File: config.mk
export PLATFORM = sky130hd
export DESIGN_NAME = backslash_escape_decoder
export DESIGN_NICKNAME = d
export VERILOG_FILES = /design/src/rtl/bed_pkg.sv /design/src/rtl/backslash_escape_decoder.sv
export SDC_FILE = /design/constraint.sdc
export NUM_CORES = 1
export LEC_CHECK = 0
export ABC_CLOCK_PERIOD_IN_PS = 5600
export BUFFER_PORTS_ARGS = -buffer_cell sky130_fd_sc_hd__buf_2
export CAP_MARGIN = 5
export CORE_MARGIN = 4
export CORE_UTILIZATION = 59
export CTS_BUF_LIST = sky130_fd_sc_hd__clkbuf_16
export CTS_CLUSTER_DIAMETER = 100
export DETAILED_ROUTE_END_ITERATION = 6
export PLACE_DENSITY = 0.86
export SYNTH_ARGS = -nofsm -noshare
export SYNTH_HDL_FRONTEND = slang
export SYNTH_SLANG_ARGS = --single-unit
File: constraint.sdc
create_clock -name i_clk -period 5.6 [get_ports i_clk]
set_input_delay 0.84 -clock i_clk [delete_from_list [all_inputs] [get_ports i_clk]]
set_output_delay 0.84 -clock i_clk [all_outputs]
set_load 0.1 [all_outputs]
File: src/rtl/bed_pkg.sv
`timescale 1ns / 1ps
// Package for the backslash escape decoder: decode mode type, result type,
// character constants and character class helpers. No dependencies.

package bed_pkg;

    // decode modes, one-hot
    typedef enum logic [3:0] {
        MODE_TEXT = 4'b0001,
        MODE_ESC  = 4'b0010,
        MODE_HEX1 = 4'b0100,
        MODE_HEX2 = 4'b1000
    } t_mode;

    // one decoded output beat
    typedef struct packed {
        logic [7:0] data;
        logic       str_end;
    } t_result;

    localparam logic [7:0] CHAR_NUL   = 8'h00;
    localparam logic [7:0] CHAR_BSL   = 8'h5C;
    localparam logic [7:0] CHAR_X     = 8'h78;
    localparam logic [7:0] CHAR_R     = 8'h72;
    localparam logic [7:0] CHAR_N     = 8'h6E;
    localparam logic [7:0] CHAR_SQ    = 8'h27;
    localparam logic [7:0] CHAR_DQ    = 8'h22;
    localparam logic [7:0] CHAR_CR    = 8'h0D;
    localparam logic [7:0] CHAR_LF    = 8'h0A;
    localparam logic [7:0] CHAR_0     = 8'h30;
    localparam logic [7:0] CHAR_9     = 8'h39;
    localparam logic [7:0] CHAR_LA    = 8'h61;
    localparam logic [7:0] CHAR_LF_HX = 8'h66;
    localparam logic [7:0] CHAR_UA    = 8'h41;
    localparam logic [7:0] CHAR_UF    = 8'h46;

    // decimal digit test
    function automatic logic is_dec(input logic [7:0] c);
        return (c inside {[CHAR_0:CHAR_9]});
    endfunction

    // hex digit test, either case
    function automatic logic is_hex(input logic [7:0] c);
        return (c inside {[CHAR_0:CHAR_9], [CHAR_LA:CHAR_LF_HX], [CHAR_UA:CHAR_UF]});
    endfunction

    // nibble value of a hex digit
    function automatic logic [3:0] hex_val(input logic [7:0] c);
        logic [7:0] v;
        if (c inside {[CHAR_0:CHAR_9]}) begin
            v = c - CHAR_0;
        end else if (c inside {[CHAR_LA:CHAR_LF_HX]}) begin
            v = c - CHAR_LA + 8'd10;
        end else begin
            v = c - CHAR_UA + 8'd10;
        end
        return v[3:0];
    endfunction

endpackage

File: src/rtl/backslash_escape_decoder.sv
`timescale 1ns / 1ps
// The first result of an accepted input beat appears in the output register in the cycle
// after that beat. One input beat per cycle while the output is not stalled; a beat that
// yields two results stalls the input while the second result drains from the pending slot.
// Reset (synchronous, active low): normal text mode, held hex digit zero,
// output and pending slots empty.
// Depends on bed_pkg.

module backslash_escape_decoder
    import bed_pkg::*;
(
    input  logic       i_clk,
    input  logic       i_rst_n,
    input  logic       i_in_valid,
    output logic       o_in_stall,
    input  logic [7:0] i_text_byte,
    output logic       o_out_valid,
    input  logic       i_out_stall,
    output logic [7:0] o_decoded_byte,
    output logic       o_string_end,
    output logic       o_last_of_run
);

    t_mode      r_mode, n_mode;
    logic [7:0] r_held, n_held;

    t_result    r_out, r_pend;
    logic       r_out_valid, r_pend_valid, r_out_last;

    // decode results for the incoming beat
    t_result    res0, res1;
    logic [1:0] res_cnt;

    logic       out_free;
    logic       in_acc;

    // escape decode
    always_comb begin
        n_mode  = r_mode;
        n_held  = r_held;
        res0    = '{data: i_text_byte, str_end: (i_text_byte == CHAR_NUL)};
        res1    = '{data: i_text_byte, str_end: (i_text_byte == CHAR_NUL)};
        res_cnt = 2'd0;
        case (r_mode)
            MODE_TEXT: begin
                if (i_text_byte == CHAR_BSL) begin
                    n_mode = MODE_ESC;
                end else begin
                    res_cnt = 2'd1;
                end
            end
            MODE_ESC: begin
                n_mode = MODE_TEXT;
                if (i_text_byte == CHAR_X) begin
                    n_mode = MODE_HEX1;
                end else if (i_text_byte == CHAR_R) begin
                    res0    = '{data: CHAR_CR, str_end: 1'b0};
                    res_cnt = 2'd1;
                end else if (i_text_byte == CHAR_N) begin
                    res0    = '{data: CHAR_LF, str_end: 1'b0};
                    res_cnt = 2'd1;
                end else if (i_text_byte inside {CHAR_SQ, CHAR_DQ, CHAR_BSL} ||
                             is_dec(i_text_byte) || i_text_byte == CHAR_NUL) begin
                    // literal escape, or terminator inside an escape
                    res_cnt = 2'd1;
                end else begin
                    // unknown escape: backslash then the byte itself
                    res0    = '{data: CHAR_BSL, str_end: 1'b0};
                    res_cnt = 2'd2;
                end
            end
            MODE_HEX1: begin
                if (is_hex(i_text_byte)) begin
                    n_held = i_text_byte;
                    n_mode = MODE_HEX2;
                end else begin
                    res_cnt = 2'd1;
                    n_mode  = MODE_TEXT;
                end
            end
            MODE_HEX2: begin
                if (is_hex(i_text_byte)) begin
                    res0    = '{data: {hex_val(r_held), hex_val(i_text_byte)}, str_end: 1'b0};
                    res_cnt = 2'd1;
                    n_mode  = MODE_TEXT;
                end else begin
                    // bad second digit: held digit, then byte as normal text
                    res0 = '{data: r_held, str_end: 1'b0};
                    if (i_text_byte == CHAR_BSL) begin
                        res_cnt = 2'd1;
                        n_mode  = MODE_ESC;
                    end else begin
                        res_cnt = 2'd2;
                        n_mode  = MODE_TEXT;
                    end
                end
            end
            default: begin
                n_mode = MODE_TEXT;
            end
        endcase
    end

    // handshake
    assign out_free   = !r_out_valid || !i_out_stall;
    assign o_in_stall = r_pend_valid || !out_free;
    assign in_acc     = i_in_valid && !o_in_stall;

    // decode state
    always_ff @(posedge i_clk) begin
        if (!i_rst_n) begin
            r_mode <= MODE_TEXT;
            r_held <= CHAR_NUL;
        end else if (in_acc) begin
            r_mode <= n_mode;
            r_held <= n_held;
        end
    end

    // output register and pending second result
    always_ff @(posedge i_clk) begin
        if (!i_rst_n) begin
            r_out_valid  <= 1'b0;
            r_pend_valid <= 1'b0;
        end else if (r_pend_valid && out_free) begin
            r_out        <= r_pend;
            r_out_last   <= 1'b1;
            r_out_valid  <= 1'b1;
            r_pend_valid <= 1'b0;
        end else if (in_acc && res_cnt != 2'd0) begin
            r_out        <= res0;
            r_out_last   <= (res_cnt == 2'd1);
            r_out_valid  <= 1'b1;
            r_pend       <= res1;
            r_pend_valid <= (res_cnt == 2'd2);
        end else if (out_free) begin
            r_out_valid <= 1'b0;
        end
    end

    assign o_out_valid    = r_out_valid;
    assign o_decoded_byte = r_out.data;
    assign o_string_end   = r_out.str_end;
    assign o_last_of_run  = r_out_last;

endmodule

Yosys cells after proc, flatten, opt, wreduce, memory -nomap -nowiden
Cells that the tools add are included.
Operators by class
  add/sub/neg operators: 10
  $lt $le $gt $ge: 10
  eq/ne operators: 13
  muxes and demuxes: 31
  bitwise logic cells: 2
  reductions and logical operators: 27
Operators by type and width (count)
  9-bit 2-to-1 mux: 7
  8-bit by 7-bit == test with 1-bit output (second input constant): 4
  8-bit by 7-bit >= comparator with 1-bit output (second input constant): 3
  8-bit by 7-bit less-or-equal comparator with 1-bit output (second input constant): 3
  4-bit 2-to-1 mux: 6
  4-bit by 1-bit subtractor with 4-bit output (second input constant): 6
  9-bit one-hot mux with 2 select lines: 1
  4-bit adder (second input constant): 4
  8-bit by 6-bit == test with 1-bit output (second input constant): 2
  8-bit by 6-bit >= comparator with 1-bit output (second input constant): 2
  8-bit by 6-bit less-or-equal comparator with 1-bit output (second input constant): 2
  2-bit 2-to-1 mux: 8
  4-bit one-hot mux with 4 select lines: 1
  3-bit nonzero test: 3
  1-bit logical AND: 8
  8-bit zero test: 1
  2-bit one-hot mux with 4 select lines: 1
  1-bit 2-to-1 mux: 6
  3-bit AND reduction: 2
  4-bit by 1-bit == test with 1-bit output (second input constant): 1
  4-bit by 2-bit == test with 1-bit output (second input constant): 1
  4-bit by 3-bit == test with 1-bit output (second input constant): 1
  4-bit == test (second input constant): 1
  1-bit zero test: 4
  9 further kinds: 15
Storage, ports and cells
  register bits after elaboration: 33
  input port bits: 12

Depth between registers and ports, before layout
  depth after elaboration: 13
  depth in mapped cells: 9
  depth with buffers taken out: 8

Worst setup path before layout
OpenSTA, ideal clock, no wires.
  path type: input port to flip-flop
  start point: input port i_text_byte[0]
  end point: register r_pend[0] in the netlist's numbering (enable)
  library setup time: 390 ps
  arrival: 3195 ps
  setup slack: 2015 ps
  cell stages on the path: 8
  path buffers: 0
  path through: inv_1 -> ha_1 -> nand3_1 -> or4b_1 -> and3_1 -> a21oi_1 -> nor2b_1 -> a211oi_1
Between the ends
  word-level cells in the longest chain between the ends: 12
RTL lines
  start: declaration: RTL line backslash_escape_decoder.sv:16  | input logic [7:0] i_text_byte,
  8-bit by 6-bit >= comparator with 1-bit output (tied with other cells): RTL line bed_pkg.sv:39, bed_pkg.sv:44
  1-bit logical AND or 3-bit nonzero test (tied branches): RTL line bed_pkg.sv:39, bed_pkg.sv:44, backslash_escape_decoder.sv:62
  1-bit logical OR: RTL line backslash_escape_decoder.sv:62  | end else if (i_text_byte inside {CHAR_SQ, CHAR_DQ, CHAR_BSL} ||
  1-bit logical OR: RTL line backslash_escape_decoder.sv:63  | is_dec(i_text_byte) || i_text_byte == CHAR_NUL) begin
  2-bit 2-to-1 mux: RTL line backslash_escape_decoder.sv:62
  2-bit 2-to-1 mux: RTL line backslash_escape_decoder.sv:59  | end else if (i_text_byte == CHAR_N) begin
  2-bit 2-to-1 mux: RTL line backslash_escape_decoder.sv:56  | end else if (i_text_byte == CHAR_R) begin
  2-bit 2-to-1 mux: RTL line backslash_escape_decoder.sv:54  | if (i_text_byte == CHAR_X) begin
  2-bit one-hot mux with 4 select lines *: RTL line backslash_escape_decoder.sv:44  | case (r_mode)
  2-bit nonzero test *: RTL line backslash_escape_decoder.sv:130  | end else if (in_acc && res_cnt != 2'd0) begin
  1-bit logical AND *: RTL line backslash_escape_decoder.sv:130
  3-bit AND reduction (no line) *
  end signal: assignment: RTL line backslash_escape_decoder.sv:134  | r_pend <= res1;
  end: declaration: RTL line backslash_escape_decoder.sv:27  | t_result r_out, r_pend;
Mark *: on every way between the ends. The rest lies on a longest branch, timed or not.
A chain may end at the register's enable or synchronous reset.

Final worst setup path
  start point: input port i_text_byte[0]
  end point: register r_out, in the netlist o_decoded_byte[1] (enable)
Between the ends
  word-level cells in the longest chain between the ends: 13
RTL lines
  8-bit by 6-bit >= comparator with 1-bit output (tied with other cells): RTL line bed_pkg.sv:39, bed_pkg.sv:44
  1-bit logical AND or 3-bit nonzero test (tied branches): RTL line bed_pkg.sv:39, bed_pkg.sv:44, backslash_escape_decoder.sv:62
  1-bit logical OR: RTL line backslash_escape_decoder.sv:62
  1-bit logical OR: RTL line backslash_escape_decoder.sv:63
  2-bit 2-to-1 mux: RTL line backslash_escape_decoder.sv:62
  2-bit 2-to-1 mux: RTL line backslash_escape_decoder.sv:59
  2-bit 2-to-1 mux: RTL line backslash_escape_decoder.sv:56
  2-bit 2-to-1 mux: RTL line backslash_escape_decoder.sv:54
  2-bit one-hot mux with 4 select lines *: RTL line backslash_escape_decoder.sv:44
  2-bit nonzero test *: RTL line backslash_escape_decoder.sv:130
  1-bit logical AND *: RTL line backslash_escape_decoder.sv:130
  2-bit nonzero test (no line) *
  2-bit AND reduction (no line) *
  end signal: assignment: RTL line backslash_escape_decoder.sv:126  | r_out <= r_pend;
  end signal: assignment: RTL line backslash_escape_decoder.sv:131  | r_out <= res0;
  end: declaration: RTL line backslash_escape_decoder.sv:27
Marks and branches as above.

==> run metrics <==
measured slew at the worst slew-check pin about 960 ps; starting DRC count in detailed routing between 200 and 300; synthesized instance count 240; CP delay by family, top simple AND/OR/NAND/NOR gates; setup violation total in the final timing report 0; core region area between 3000 and 4000 µm²; Achievable Freq around 270 MHz; crit end category flop; cts hold-fix bufs 0; largest net degree at the start of global routing 20; status finished with violations; DRT antenna net count 0; Longest Clk Path Bufs 2; flops & latches, synth 33; failing checks DRC; grt ovf 0; yosys warns 0; Async S/R FF share, synth 0; Min-Delay Path Class flop to flop; Post-CTS Setup Bufs 0; post-DP HPWL between 3000 and 4000 µm; Worst Path Required 5500 ps; crit-path max FO 10; share of power burned in registers 0.408; most common cell after layout, fill and taps aside nand2_1; commonest non-fill, non-tap cells in the layout nand2_1 (27), buf_2 (23), nor2_1 (22); Cell Int Power ~500 µW; utilization after layout 0.722; Comb power frac 0.130; vias post-DR slightly below 2000; initial antenna violation count 0; CTS Buf Count 5; post-CTS sizing 0; clock sink count 33; Power Density about 260 nW/µm²; GRT Util Overall 0.236; CP max-delay cell a31oi_1; # IOs 24; Die Span Y between 60 and 70 µm; Placed Cells 299; Top FF cell, synth edfxtp_1; die area ~4700 µm²; die width roughly 69 µm; fin nets approximately 280; Arr. time, crit path ~3500 ps; Final WS setup 1950 ps; R2R setup slack roughly 2800 ps; DR WL/cell approximately 17 µm; Layout area overhead 14.5%; Clk network pwr share 0.462; Final min period ~3600 ps; final WL approximately 5200 µm; worst clock skew ~4.9 ps; setup TNS 0 ps; Avg Inst Size Synth between 9 and 10 µm²; WS Path Type input pin to flop; First-pass DRT Iterations 7; Starting Density 0.630; global-route wire length before repair ~8000 µm; share of layout cells above drive strength 1 0.149; later-pin clock latency in the skew report between 200 and 300 ps; DRC viols 3; Final Hold Violating Endpoints 0; count of non-filler cells in the finished layout approximately 300; NetSw between 150 and 200 µW; CP Cell Sequence buf_2, inv_1, ha_1, nand3_1, or4b_1, and3_1, a21oi_1, nor2_1, a31oi_1; count of distinct cell types in the synthesized netlist 52; leak pwr approximately 0.92 nW; Worst slew margin 0.355; worst slack, placed about 1700 ps; PortBufs 23; Rows 21; RSZ-0062 raised after global routing no; CTS tree yes; GP Congestion 0.936; Final Slew Violations 0; maxcap violations 0; Post-synth EDFFs 19; Clock Tree Root clkbuf_16; Reg clk slew, reported paths about 50 ps; post-synthesis cell area 2170 µm²; final worst-path cycle share 0.651; WP buf/inv 2; switching share of total power 0.250; CTS H-tree lvls 2; vias per cell about 6.4; # fillers approximately 250; antenna fix cells 0; Post-Syn Nets between 200 and 300; Seq/Total Area, Yosys 0.392; number of global-route vias before repair 1648; Worst VDD drop between 0.1 and 0.15 mV; startpoint types input pin; max incr delay on CP about 770 ps
-- state kept, by name (all words and copies together) (netlist names) --
| signal | cells |
|---|---|
| r_held | 8 |
| o_last_of_run | 1 |
| o_decoded_byte | 8 |
| o_out_valid | 1 |
| r_mode | 4 |
| o_string_end | 1 |
| r_pend_valid | 1 |
| r_pend | 9 |
-- stage by stage --
stage	total power, mW	cell area (µm²)	hold slack [ps]
floorplan	0.337	2170	419
global placement	0.355	2320	437
detailed placement	0.357	2320	437
CTS	0.656	2480	445
global route	0.676	2480	467
finish	0.657	2480	449
-- synth_stat cells, drive strengths merged, types with 2 or more instances --
| master | n | area share |
|---|---|---|
| nor4 | 3 | 0.016 |
| dfxtp | 14 | 0.13 |
| a21oi | 12 | 0.028 |
| nor3b | 2 | 0.0069 |
| nor2b | 13 | 0.037 |
| nand2 | 27 | 0.047 |
| a31oi | 7 | 0.020 |
| o31ai | 2 | 0.0069 |
| nand3b | 5 | 0.017 |
| nand2b | 2 | 0.0058 |
| nor3 | 5 | 0.012 |
| and2 | 2 | 0.0058 |
| edfxtp | 19 | 0.26 |
| ha | 9 | 0.052 |
| clkbuf | 12 | 0.021 |
| a211o | 2 | 0.0081 |
| nor2 | 22 | 0.038 |
| o21bai | 2 | 0.0069 |
| a22oi | 2 | 0.0069 |
| a221oi | 2 | 0.0081 |
| xnor2 | 4 | 0.016 |
| nand3 | 5 | 0.012 |
| o211ai | 4 | 0.014 |
| inv | 6 | 0.010 |
| and3 | 3 | 0.0087 |
| xor2 | 2 | 0.0081 |
| a211oi | 2 | 0.0069 |
| buf | 2 | 0.0046 |
| nor4b | 4 | 0.016 |
| a2111oi | 2 | 0.0081 |
| mux2i | 11 | 0.051 |
| o21ai | 11 | 0.025 |
| a32oi | 2 | 0.0081 |
-- tightest hold or removal path, delay by kind of cell, from the launching register on --
family        cells  cell delay (ps)
simple gates      2               90
flops             1              320
-- power by group through the flow --
stage / Combinational (mW) / Clock, mW / Sequential [mW]
finish: 0.0852 / 0.304 / 0.268
global route: 0.0905 / 0.317 / 0.269
CTS: 0.0843 / 0.303 / 0.268
detailed placement: 0.0836 / 0 / 0.273
global placement: 0.0826 / 0 / 0.273
floorplan: 0.0390 / 0 / 0.298
-- layer usage --
| layer | routed length (µm) | track usage |
|---|---|---|
| met1 | 2250 | 0.314 |
| met2 | 2410 | 0.375 |
| met3 | 438 | 0.0535 |
| met4 | 114 | 0.0819 |
| met5 | 0 | 0 |
-- final cells by class --
| cell class | instances | area, µm² | area share |
|---|---|---|---|
| Clock inverter | 3 | 37.5 | 0.0151 |
| Sequential cell | 33 | 851 | 0.342 |
| Inverter | 6 | 22.5 | 0.00906 |
| Tap cell | 46 | 57.6 | 0.0232 |
| Clock buffer | 5 | 125 | 0.0504 |
| Multi-Input combinational cell | 187 | 1240 | 0.499 |
| Timing Repair Buffer | 28 | 150 | 0.0604 |
-- final timing paths --
path	from	to	depth (start not counted)
max	i_text_byte[0]	o_decoded_byte[1]$_DFFE_PP_	9
min	r_held[7]$_SDFFE_PN0P_	r_held[7]$_SDFFE_PN0P_	2
max reg2reg	r_mode[1]$_SDFFE_PN0P_	o_decoded_byte[1]$_DFFE_PP_	6
min reg2reg	r_held[7]$_SDFFE_PN0P_	r_held[7]$_SDFFE_PN0P_	2
-- cells by family (layout without fill, tap and decap cells) --
family	Yosys count	count (layout)	share of synthesized area
AND/OR/NAND/NOR	98	98	0.243
AO/OA/AOI/OAI	62	62	0.197
flip-flops	33	33	0.392
buffers and inverters	20	42	0.0358
multiplexers	12	12	0.0559
adder cells (fa/ha/maj)	9	9	0.0519
XOR/XNOR	6	6	0.0242
No activity file was read; power rests on OpenSTA's default activity.
